==> config.mk <==
export PLATFORM = sky130hd
export DESIGN_NAME = dual_format_uart_deframer
export DESIGN_NICKNAME = d
export VERILOG_FILES = /design/src/hdl/dfd_pkg.sv /design/src/hdl/dfd_cfg.sv /design/src/hdl/dfd_core.sv /design/src/hdl/dfd_outreg.sv /design/src/hdl/dual_format_uart_deframer.sv
export SDC_FILE = /design/constraint.sdc
export NUM_CORES = 1
export LEC_CHECK = 0
export BUFFER_PORTS_ARGS = -buffer_cell sky130_fd_sc_hd__buf_4
export CAP_MARGIN = 20
export CORE_ASPECT_RATIO = 0.8
export CORE_MARGIN = 2
export CORE_UTILIZATION = 50
export CTS_CLUSTER_DIAMETER = 120
export DETAILED_ROUTE_END_ITERATION = 8
export GPL_ROUTABILITY_DRIVEN = 0
export GPL_TIMING_DRIVEN = 0
export PLACE_DENSITY = 0.75
export SLEW_MARGIN = 30
export SYNTH_ARGS = -nofsm -noshare
export SYNTH_HDL_FRONTEND = slang
export SYNTH_HIERARCHICAL = 1
export SYNTH_SLANG_ARGS = --single-unit
==> constraint.sdc <==
create_clock -name clk_i -period 6.6 [get_ports clk_i]
set_input_delay 1.32 -clock clk_i [delete_from_list [all_inputs] [get_ports clk_i]]
set_output_delay 1.32 -clock clk_i [all_outputs]
set_load 0.005 [all_outputs]
==> src/hdl/dfd_pkg.sv <==
package dfd_pkg;

  localparam int unsigned IndexBits = 9;
  localparam int unsigned RemainBits = 9;
  localparam int unsigned CfgIdxBits = 3;
  localparam int unsigned CfgDataBits = 8;

  localparam logic [7:0] IdleTimeoutReset = 8'd100;
  localparam logic [7:0] ModuleStartReset = 8'h02;
  localparam logic [7:0] ModuleEndReset = 8'h03;
  localparam logic [7:0] HostStartReset = 8'h55;
  localparam logic [7:0] HostEndReset = 8'hAA;

  localparam logic [7:0] IdleMax = 8'hFF;
  localparam logic [RemainBits-1:0] RemainReset = RemainBits'(8'hFF);
  localparam logic [IndexBits-1:0] LenPosA = IndexBits'(2);
  localparam logic [IndexBits-1:0] LenPosB = IndexBits'(1);
  localparam logic [RemainBits-1:0] ExtraA = RemainBits'(4);
  localparam logic [RemainBits-1:0] ExtraB = RemainBits'(3);

  typedef enum logic [CfgIdxBits-1:0] {
    CFG_IDLE_TIMEOUT = 3'd0,
    CFG_MODULE_START = 3'd1,
    CFG_MODULE_END   = 3'd2,
    CFG_HOST_START   = 3'd3,
    CFG_HOST_END     = 3'd4
  } cfg_idx_e;

  typedef enum logic [1:0] {
    ST_BODY    = 2'd0,
    ST_GOOD    = 2'd1,
    ST_BAD_END = 2'd2,
    ST_TIMEOUT = 2'd3
  } status_e;

  typedef enum logic [2:0] {
    MODE_HUNT = 3'b001,
    MODE_A    = 3'b010,
    MODE_B    = 3'b100
  } mode_e;

  typedef struct packed {
    logic       func;
    logic [7:0] rx_byte;
  } in_item_t;

  typedef struct packed {
    logic [7:0]           out_byte;
    logic [IndexBits-1:0] byte_index;
    logic                 frame_kind;
    logic                 last;
    status_e              status;
  } out_item_t;

  typedef struct packed {
    logic [7:0] idle_timeout_ticks;
    logic [7:0] module_start_byte;
    logic [7:0] module_end_byte;
    logic [7:0] host_start_byte;
    logic [7:0] host_end_byte;
  } cfg_t;

  typedef struct packed {
    logic      valid;
    out_item_t item;
  } res_t;

endpackage

==> src/hdl/dfd_cfg.sv <==
module dfd_cfg (
  input  logic                             clk_i,
  input  logic                             rst_ni,
  input  logic                             cfg_we_i,
  input  logic [dfd_pkg::CfgIdxBits-1:0]   cfg_idx_i,
  input  logic [dfd_pkg::CfgDataBits-1:0]  cfg_data_i,
  output dfd_pkg::cfg_t                    cfg_o
);

  dfd_pkg::cfg_t cfg_q, cfg_d;

  always_comb begin
    cfg_d = cfg_q;
    if (cfg_we_i) begin
      unique case (cfg_idx_i)
        dfd_pkg::CFG_IDLE_TIMEOUT: cfg_d.idle_timeout_ticks = cfg_data_i;
        dfd_pkg::CFG_MODULE_START: cfg_d.module_start_byte = cfg_data_i;
        dfd_pkg::CFG_MODULE_END:   cfg_d.module_end_byte = cfg_data_i;
        dfd_pkg::CFG_HOST_START:   cfg_d.host_start_byte = cfg_data_i;
        dfd_pkg::CFG_HOST_END:     cfg_d.host_end_byte = cfg_data_i;
        default: ;
      endcase
    end
  end

  always_ff @(posedge clk_i or negedge rst_ni) begin
    if (!rst_ni) begin
      cfg_q.idle_timeout_ticks <= dfd_pkg::IdleTimeoutReset;
      cfg_q.module_start_byte <= dfd_pkg::ModuleStartReset;
      cfg_q.module_end_byte <= dfd_pkg::ModuleEndReset;
      cfg_q.host_start_byte <= dfd_pkg::HostStartReset;
      cfg_q.host_end_byte <= dfd_pkg::HostEndReset;
    end else begin
      cfg_q <= cfg_d;
    end
  end

  assign cfg_o = cfg_q;

endmodule

==> src/hdl/dfd_core.sv <==
module dfd_core (
  input  logic              clk_i,
  input  logic              rst_ni,
  input  logic              in_valid_i,
  output logic              in_stall_o,
  input  dfd_pkg::in_item_t in_item_i,
  input  dfd_pkg::cfg_t     cfg_i,
  input  logic              slot_free_i,
  output dfd_pkg::res_t     res_o
);

  logic                                in_valid_q, in_valid_d;
  dfd_pkg::in_item_t                   in_item_q;
  logic                                accept, advance;

  dfd_pkg::mode_e                      mode_q, mode_d;
  logic [dfd_pkg::IndexBits-1:0]       taken_q, taken_d;
  logic [dfd_pkg::RemainBits-1:0]      remain_q, remain_d;
  logic [7:0]                          idle_q, idle_d;

  logic                                in_frame, kind;
  logic [7:0]                          idle_inc, end_byte;
  logic [dfd_pkg::IndexBits-1:0]       len_pos;
  logic [dfd_pkg::RemainBits-1:0]      extra, rem_base, rem_dec;
  dfd_pkg::res_t                       res;

  // input register: holds one item until the result slot can take its outcome
  assign advance    = in_valid_q && slot_free_i;
  assign in_stall_o = in_valid_q && !slot_free_i;
  assign accept     = in_valid_i && !in_stall_o;
  assign in_valid_d = accept ? 1'b1 : (advance ? 1'b0 : in_valid_q);

  always_ff @(posedge clk_i or negedge rst_ni) begin
    if (!rst_ni) begin
      in_valid_q <= 1'b0;
    end else begin
      in_valid_q <= in_valid_d;
    end
  end

  always_ff @(posedge clk_i) begin
    if (accept) begin
      in_item_q <= in_item_i;
    end
  end

  assign in_frame = (mode_q == dfd_pkg::MODE_A) || (mode_q == dfd_pkg::MODE_B);
  assign kind     = (mode_q == dfd_pkg::MODE_B);
  assign idle_inc = (idle_q == dfd_pkg::IdleMax) ? idle_q : idle_q + 8'd1;
  assign len_pos  = kind ? dfd_pkg::LenPosB : dfd_pkg::LenPosA;
  assign extra    = kind ? dfd_pkg::ExtraB : dfd_pkg::ExtraA;
  assign end_byte = kind ? cfg_i.host_end_byte : cfg_i.module_end_byte;
  // length byte reloads the remaining count
  assign rem_base = (taken_q == len_pos)
                    ? ({1'b0, in_item_q.rx_byte} + extra) : remain_q;
  assign rem_dec  = rem_base - dfd_pkg::RemainBits'(1);

  always_comb begin
    mode_d   = mode_q;
    taken_d  = taken_q;
    remain_d = remain_q;
    idle_d   = idle_q;
    res      = '0;
    res.item.frame_kind = kind;
    res.item.byte_index = taken_q;
    if (advance) begin
      if (in_item_q.func) begin
        if (in_frame) begin
          if (idle_inc > cfg_i.idle_timeout_ticks) begin
            res.valid         = 1'b1;
            res.item.out_byte = 8'd0;
            res.item.last     = 1'b1;
            res.item.status   = dfd_pkg::ST_TIMEOUT;
            mode_d   = dfd_pkg::MODE_HUNT;
            taken_d  = '0;
            remain_d = dfd_pkg::RemainReset;
            idle_d   = '0;
          end else begin
            idle_d = idle_inc;
          end
        end
      end else begin
        idle_d = '0;
        if (!in_frame) begin
          if (in_item_q.rx_byte == cfg_i.module_start_byte) begin
            mode_d = dfd_pkg::MODE_A;
          end else if (in_item_q.rx_byte == cfg_i.host_start_byte) begin
            mode_d = dfd_pkg::MODE_B;
          end
        end else begin
          res.valid         = 1'b1;
          res.item.out_byte = in_item_q.rx_byte;
          if (rem_dec == '0) begin
            res.item.last   = 1'b1;
            res.item.status = (in_item_q.rx_byte == end_byte)
                              ? dfd_pkg::ST_GOOD : dfd_pkg::ST_BAD_END;
            mode_d   = dfd_pkg::MODE_HUNT;
            taken_d  = '0;
            remain_d = dfd_pkg::RemainReset;
          end else begin
            res.item.last   = 1'b0;
            res.item.status = dfd_pkg::ST_BODY;
            taken_d  = taken_q + dfd_pkg::IndexBits'(1);
            remain_d = rem_dec;
          end
        end
      end
    end
  end

  always_ff @(posedge clk_i or negedge rst_ni) begin
    if (!rst_ni) begin
      mode_q   <= dfd_pkg::MODE_HUNT;
      taken_q  <= '0;
      remain_q <= dfd_pkg::RemainReset;
      idle_q   <= '0;
    end else begin
      mode_q   <= mode_d;
      taken_q  <= taken_d;
      remain_q <= remain_d;
      idle_q   <= idle_d;
    end
  end

  assign res_o = res;

  // counters are back at reset values whenever hunting
  a_hunt_clear: assert property (@(posedge clk_i) disable iff (!rst_ni)
    (mode_q == dfd_pkg::MODE_HUNT) |->
      (taken_q == '0 && remain_q == dfd_pkg::RemainReset && idle_q == '0))
    else $error("counters not cleared while hunting");

  a_idle_in_frame: assert property (@(posedge clk_i) disable iff (!rst_ni)
    (idle_q != '0) |-> in_frame)
    else $error("idle count running outside a frame");

  a_end_is_last: assert property (@(posedge clk_i) disable iff (!rst_ni)
    (res.valid && res.item.status != dfd_pkg::ST_BODY) |-> res.item.last)
    else $error("frame end without last flag");

  a_hold_input: assert property (@(posedge clk_i) disable iff (!rst_ni)
    (in_valid_q && !advance) |=> (in_valid_q && $stable(in_item_q)))
    else $error("pending input item lost");

endmodule

==> src/hdl/dfd_outreg.sv <==
module dfd_outreg (
  input  logic               clk_i,
  input  logic               rst_ni,
  input  dfd_pkg::res_t      res_i,
  output logic               slot_free_o,
  output logic               out_valid_o,
  input  logic               out_stall_i,
  output dfd_pkg::out_item_t out_item_o
);

  logic               out_valid_q, out_valid_d;
  dfd_pkg::out_item_t out_item_q;

  assign slot_free_o = !out_valid_q || !out_stall_i;
  assign out_valid_d = res_i.valid ? 1'b1 : (slot_free_o ? 1'b0 : out_valid_q);

  always_ff @(posedge clk_i or negedge rst_ni) begin
    if (!rst_ni) begin
      out_valid_q <= 1'b0;
    end else begin
      out_valid_q <= out_valid_d;
    end
  end

  always_ff @(posedge clk_i) begin
    if (res_i.valid) begin
      out_item_q <= res_i.item;
    end
  end

  assign out_valid_o = out_valid_q;
  assign out_item_o  = out_item_q;

endmodule

==> src/hdl/dual_format_uart_deframer.sv <==
// an accepted item gives its result, if any, by way of the input register
// and then the result register
// throughput: one item per cycle while results are taken; a held result
// stalls the input register, which still takes one more item
// reset: asynchronous active low, back to hunting with registers at defaults
module dual_format_uart_deframer (
  input  logic                             clk_i,
  input  logic                             rst_ni,
  input  logic                             in_valid_i,
  output logic                             in_stall_o,
  input  dfd_pkg::in_item_t                in_item_i,
  output logic                             out_valid_o,
  input  logic                             out_stall_i,
  output dfd_pkg::out_item_t               out_item_o,
  input  logic                             cfg_we_i,
  input  logic [dfd_pkg::CfgIdxBits-1:0]   cfg_idx_i,
  input  logic [dfd_pkg::CfgDataBits-1:0]  cfg_data_i
);

  dfd_pkg::cfg_t cfg;
  dfd_pkg::res_t res;
  logic          slot_free;

  dfd_cfg u_cfg (
    .clk_i      (clk_i),
    .rst_ni     (rst_ni),
    .cfg_we_i   (cfg_we_i),
    .cfg_idx_i  (cfg_idx_i),
    .cfg_data_i (cfg_data_i),
    .cfg_o      (cfg)
  );

  dfd_core u_core (
    .clk_i       (clk_i),
    .rst_ni      (rst_ni),
    .in_valid_i  (in_valid_i),
    .in_stall_o  (in_stall_o),
    .in_item_i   (in_item_i),
    .cfg_i       (cfg),
    .slot_free_i (slot_free),
    .res_o       (res)
  );

  dfd_outreg u_outreg (
    .clk_i       (clk_i),
    .rst_ni      (rst_ni),
    .res_i       (res),
    .slot_free_o (slot_free),
    .out_valid_o (out_valid_o),
    .out_stall_i (out_stall_i),
    .out_item_o  (out_item_o)
  );

endmodule

## Yosys cells after proc, flatten, opt, wreduce, memory -nomap -nowiden

Index checks and enable logic that the tools add are counted.

- Output and inout bits: 23
- Flip-flop bits (word level): 101
- Input port bits: 25
- Logic and storage cells: 99

- Order comparisons: 1
- Equal/unequal tests: 14
- Add/sub/neg operators: 4
- Reduce and logical (&&, ||, !) cells: 22
- Mux-type cells: 40

Operators with widths:

| kind | number |
|---|---|
| 9-bit 2-to-1 mux | 16 |
| 8-bit 2-to-1 mux | 5 |
| 3-bit 2-to-1 mux | 13 |
| 8-bit == test | 3 |
| 2-bit AND reduction | 6 |
| 8-bit by 9-bit adder with 9-bit output | 1 |
| 9-bit by 1-bit adder with 9-bit output, second input constant | 1 |
| 3-bit by 2-bit == test with 1-bit output, second input constant | 3 |
| 9-bit == test | 1 |
| 9-bit logical NOT | 1 |
| 9-bit by 1-bit subtractor with 9-bit output, second input constant | 1 |
| 8-bit by 1-bit adder with 8-bit output, second input constant | 1 |
| 8-bit == test, second input constant | 1 |
| 8-bit greater-than comparator | 1 |
| 3-bit == test, second input constant | 2 |
| 5-bit AND reduction | 1 |
| 1-bit logical NOT | 4 |
| 1-bit 2-to-1 mux | 4 |
| 2-bit 2-to-1 mux | 2 |
| 2-bit != test, second input constant | 2 |
| 2-bit nonzero test | 2 |
| 3-bit by 1-bit == test with 1-bit output, second input constant | 1 |
| 1-bit logical AND | 3 |
| 3-bit logical NOT | 1 |
| 4 further kinds | 5 |

## Logic depth before layout (Yosys ltp)

- Depth in word-level cells: 9
- Gate-level depth with buffers: 16
- Gate-level depth less buffers: 16

## By module

Netlist, hierarchy kept.

By module, submodules not included:

| module | sequential area each (um^2) | cells each | area each (um^2) | instances |
|---|---|---|---|---|
| dfd_core | 1,032.2 | 394 | 3,378.2 | 1 |
| dfd_cfg | 1,018.5 | 88 | 1,546.5 | 1 |
| dfd_outreg | 655.6 | 24 | 666.9 | 1 |

## Worst setup path after synthesis

No wires, ideal clock.

- Path kind: reg-to-reg
- From: register u_core.mode_q[1]
- To: register u_core/taken_q[1] in the netlist's numbering
- Slack: 2.287 ns
- Stages on the path, launching flop included: 15
- Data required time: 6.478 ns
- Clock period less this slack: 4.313 ns
- Setup time: 0.122 ns
- Arrival time: 4.191 ns
- Cell sequence: dfrtp_1 nor3b_2 buf_1 ha_1 fa_1 mux2i_1 ha_1 clkbuf_1 inv_1 o311a_1 a221o_1 a211o_2 or2_1 buf_6 a32o_1

- Longest elaborated chain between the ends: 9
- Elaborated cells between the ends (all ways): 14

Ends and longest elaborated chain:

| element | line | text |
|---|---|---|
| start, declared | dfd_core.sv:16 | `dfd_pkg::mode_e mode_q, mode_d;` |
| start signal, assigned | dfd_core.sv:113 | `mode_q <= dfd_pkg::MODE_HUNT;` |
| start signal, assigned | dfd_core.sv:118 | `mode_q <= mode_d;` |
| 3-bit == test * | dfd_core.sv:48 | `assign kind = (mode_q == dfd_pkg::MODE_B);` |
| via u_core.kind | dfd_core.sv:21 | `logic in_frame, kind;` |
| 3-bit 2-to-1 mux / 2-bit 2-to-1 mux (equally long branches) | dfd_core.sv:51, dfd_core.sv:50 |  |
| 8-bit by 9-bit adder with 9-bit output / 9-bit == test (equally long branches) | dfd_core.sv:55, dfd_core.sv:54 |  |
| 9-bit 2-to-1 mux | dfd_core.sv:55 | `? ({1'b0, in_item_q.rx_byte} + extra) : remain_q;` |
| 9-bit by 1-bit subtractor with 9-bit output | dfd_core.sv:56 | `assign rem_dec = rem_base - dfd_pkg::RemainBits'(1);` |
| 9-bit logical NOT | dfd_core.sv:93 | `if (rem_dec == '0) begin` |
| 9-bit 2-to-1 mux | dfd_core.sv:93 |  |
| 9-bit 2-to-1 mux | dfd_core.sv:84 | `if (!in_frame) begin` |
| 9-bit 2-to-1 mux | dfd_core.sv:67 | `if (in_item_q.func) begin` |
| end signal, assigned | dfd_core.sv:119 | `taken_q <= taken_d;` |
| end, declared | dfd_core.sv:17 | `logic [dfd_pkg::IndexBits-1:0] taken_q, taken_d;` |

Mark *: on every way through the listed nets, which the timed path passes. The rest lies on a longest branch. The select of a mux whose other input is x is not followed.
A chain may end at the register's enable or synchronous reset.

## Worst setup path in the final report

- From: register u_core.mode_q[1]
- To: register u_outreg.out_item_q, in the netlist u_outreg/out_item_o[0] (data pin)

- Longest elaborated chain between the ends: 9
- Elaborated cells between the ends (all ways): 17

Ends and longest elaborated chain:

| element | line | text |
|---|---|---|
| 3-bit == test * | dfd_core.sv:48 |  |
| via u_core.kind | dfd_core.sv:21 |  |
| 3-bit 2-to-1 mux / 2-bit 2-to-1 mux (equally long branches) | dfd_core.sv:51, dfd_core.sv:50 |  |
| 8-bit by 9-bit adder with 9-bit output / 9-bit == test (equally long branches) | dfd_core.sv:55, dfd_core.sv:54 |  |
| 9-bit 2-to-1 mux | dfd_core.sv:55 |  |
| 9-bit by 1-bit subtractor with 9-bit output | dfd_core.sv:56 |  |
| 9-bit logical NOT | dfd_core.sv:93 |  |
| 3-bit 2-to-1 mux | dfd_core.sv:93 |  |
| 3-bit 2-to-1 mux | dfd_core.sv:84 |  |
| 3-bit 2-to-1 mux * | dfd_core.sv:67 |  |
| end signal, assigned | dfd_outreg.sv:27 | `out_item_q <= res_i.item;` |
| end, declared | dfd_outreg.sv:12 | `dfd_pkg::out_item_t out_item_q;` |

Mark *: on every way through the listed nets, which the timed path passes. The rest lies on a longest branch.

==> summary.md <==
| Metric | Value |
|---|---|
| Syn. warnings | 6 |
| Vias post-DR | 4139 |
| Setup CP Type | reg -> reg |
| Initial core utilization | about half |
| TritonCTS buffer count | 9 |
| Clk pin slew, worst setup/hold paths | around 0.07 ns |
| Syn_area_per_cell | about 11 µm² |
| Overflow after GRT | 0 |
| Rows | 34 |
| CP required | 6.77 ns |
| HP Class | reg -> reg |
| Max Buffers Root-to-Sink | 2 |
| Vias in the first global route | between 3000 and 4000 |
| Worst-Skew Late Latency | 0.34 ns |
| FILL cells | 927 |
| Post-synth EDFFs | 30 |
| Layout cell share with drive strength beyond 1 | 26.49% |
| Slew @ Worst Pin | 0.9030 ns |
| Rel. slew slack | between 30% and 40% |
| Leak | 2.686 nW |
| TNS Setup | 0 ns |
| Mapped Nets | 548 |
| Ys flop type | dfrtp_1 |
| Number of max-slew violations in the final report | 0 |
| Total track usage | 21.36% |
| Placed insts | 698 |
| Worst Hold Depth | 1 |
| Crit. End Element | flop |
| Drt drc | 0 |
| Ant. Diodes | 0 |
| Final hold vios | 0 |
| Startpoint types | flop |
| Reg2reg path depth | 14 |
| Post-Synthesis Cells | ~510 |
| Global-route wire length before repair | between 20000 and 25000 µm |
| Peak VDD IR | 0.1836 mV |
| Post-synth cell types | 72 |
| Number of synthesized register bits | 101 |
| CP Max Fanout | 13 |
| Initial antenna violation count | 0 |
| WP data arrival | 5.33 ns |
| Post-CTS sizing | 0 |
| DP Wirelength | 9066 µm |
| CTS sink count | 101 |
| DRT Pass-1 Iters | 5 |
| H-Tree Depth | 3 |
| Chip width | 122.2 µm |
| Core area | 0.01089 mm² |
| WL final | 12470 µm |
| Max Clock Freq | 193.8 MHz |
| Final #Nets | 607 |
| RSZ-0062 raised after global routing | false |
| Power density over the cells | 363.3 mW/mm² |
| Area leader, netlist | dfrtp_1 |
| Final worst path period share | 78.18% |
| Final Skew | about 0.006 ns |
| Die area | 0.01205 mm² |
| Largest net degree at the start of global routing | 72 |
| Area grow syn2layout | 14.97% |
| Vias/cell | 5.797 |
| WL per Instance | 17.46 µm |
| Chip Height | 98.59 µm |
| Area occupied by registers | 0.002706 mm² |
| Sequential element share of the synthesized area | ~48% |
| Io pins | 48 |
| Setup violations, final | 0 |
| Post-CTS Setup Bufs | 0 |
| Largest cells by area after synthesis | dfrtp_1, edfxtp_1, dfstp_2 |
| Final min period | 5.160 ns |
| Final ANT Viol Nets | 0 |
| Multi-input gate area | roughly 0.0027 mm² |
| CTS Hold Bufs | 0 |
| Root buffer cell | clkbuf_16 |
| Status | finished, final reports clean |
| Synthesized area | 0.005592 mm² |
| CTS tree | built |
| Starting DRT DRC Count | 269 |
| Async SR Flop Fraction | 70.30% |
| Final cell count without fillers | 714 |
| # Max-Cap Violations | 0 |
| Yosys top cell area share | 21.48% |
| I/O Buffers | 47 |
where the power goes:
part / internal (W) / switching [W] / total [W]
Clock: 0.000257 / 0.000228 / 0.000485
Sequential: 0.000814 / 0.000101 / 0.000914
Combinational: 0.000401 / 0.000534 / 0.000935
Total: 0.00147 / 0.000863 / 0.00234
synth_stat cells (all sizes together), types with 3 or more instances:
master and count:
dfrtp 48, mux2 42, nand2 42, nor2 37
edfxtp 30, xnor2 27, dfstp 23, o21ai 20
inv 19, nand3 19, ha 16, a21oi 15
mux2i 15, xor2 14, clkbuf 12, and3 10
nor3 10, buf 9, nand2b 7, nand4 7
a22o 6, nor4 6, o211ai 6, o31ai 6
a21o 5, a31oi 4, or2 4, a211oi 3
and2 3, nor2b 3, nor4bb 3
layer usage:
metal,vias up,global-route usage (%),share of wire [%]
met2,132,32.09,45
met3,10,3.646,6.7
met1,2035,32.04,47
met5,-,0,0
met4,0,5.659,0.99
li1,1962,-,-
per-stage QoR:
stage	setup slack [ns]	area [µm²]	utilization (%)	hold WS (ns)	total power, W
global route	1.276	6429	59.03	0.5291	0.002478
floorplan	2.287	5592	-	0.4799	0.001579
global placement	1.624	6125	56.24	0.4888	0.001789
detailed placement	1.541	6153	56.50	0.4981	0.001845
CTS	1.503	6425	59.00	0.5140	0.002338
finish	1.440	6429	59.03	0.5109	0.002335
placed cells by master, fill, tap and decap left out, drive strengths merged, types with 15 or more instances in the layout:
cell    netlist  routed
a21oi        15      15
buf           9      57
clkbuf       12      23
dfrtp        48      48
dfstp        23      23
edfxtp       30      30
ha           16      16
inv          19      19
mux2         42      42
mux2i        15      15
nand2        42      42
nand3        19      19
nor2         37      37
o21ai        20      20
xnor2        27      27
layout make-up:
| type | instances | share of cell area (%) |
|---|---|---|
| plain buffers | 21 | 1.635 |
| clock buffers | 11 | 3.620 |
| clock inverters | 5 | 0.6033 |
| inverters | 19 | 1.109 |
| multi-input cells | 365 | 42.16 |
| flip-flops and latches | 101 | 42.10 |
| well taps | 144 | 2.803 |
| repair buffers | 48 | 5.975 |
kinds of logic (layout without fill, tap and decap cells):
group / Yosys count / after routing / synth area share, %
simple gates: 159 / 159 / 14.54
flops: 101 / 101 / 48.40
compound gates: 90 / 90 / 12.02
mux: 57 / 57 / 11.14
xor+xnor: 42 / 42 / 6.825
buf+inv: 40 / 104 / 3.133
fa+ha+maj: 17 / 17 / 3.938
flip-flops by register name, summed over array words and instances (netlist names):
name / flops
u_cfg/cfg_o: 40
u_core/idle_q: 8
u_core/in_item_q: 9
u_core/in_valid_q: 1
u_core/mode_q: 3
u_core/remain_q: 9
u_core/taken_q: 9
u_outreg/out_item_o: 21
u_outreg/out_valid_o: 1
worst paths after layout:
kind / from / to / slack (ns)
max: u_core/mode_q[1] / u_outreg/out_item_o[0] / 1.44
min: u_cfg/cfg_o[0] / u_cfg/cfg_o[0] / 0.51
max reg2reg: u_core/mode_q[1] / u_outreg/out_item_o[0] / 1.44
min reg2reg: u_cfg/cfg_o[0] / u_cfg/cfg_o[0] / 0.51
max in group asynchronous: rst_ni / u_cfg/cfg_o[21] / 5.14
min in group asynchronous: rst_ni / u_core/remain_q[8] / 0.95
worst max-delay path, stage by stage, from the launching register on:
cell      delay [ns]
dfrtp_1         0.43
nor3b_2         0.40
buf_1           0.73
ha_1            0.34
fa_1            0.49
mux2i_1         0.23
ha_1            0.19
clkbuf_1        0.34
inv_1           0.17
o311a_1         0.38
a221o_1         0.28
a211o_2         0.40
or2_1           0.24
buf_6           0.15
o31ai_2         0.21
(Power assumes the default switching activity.)
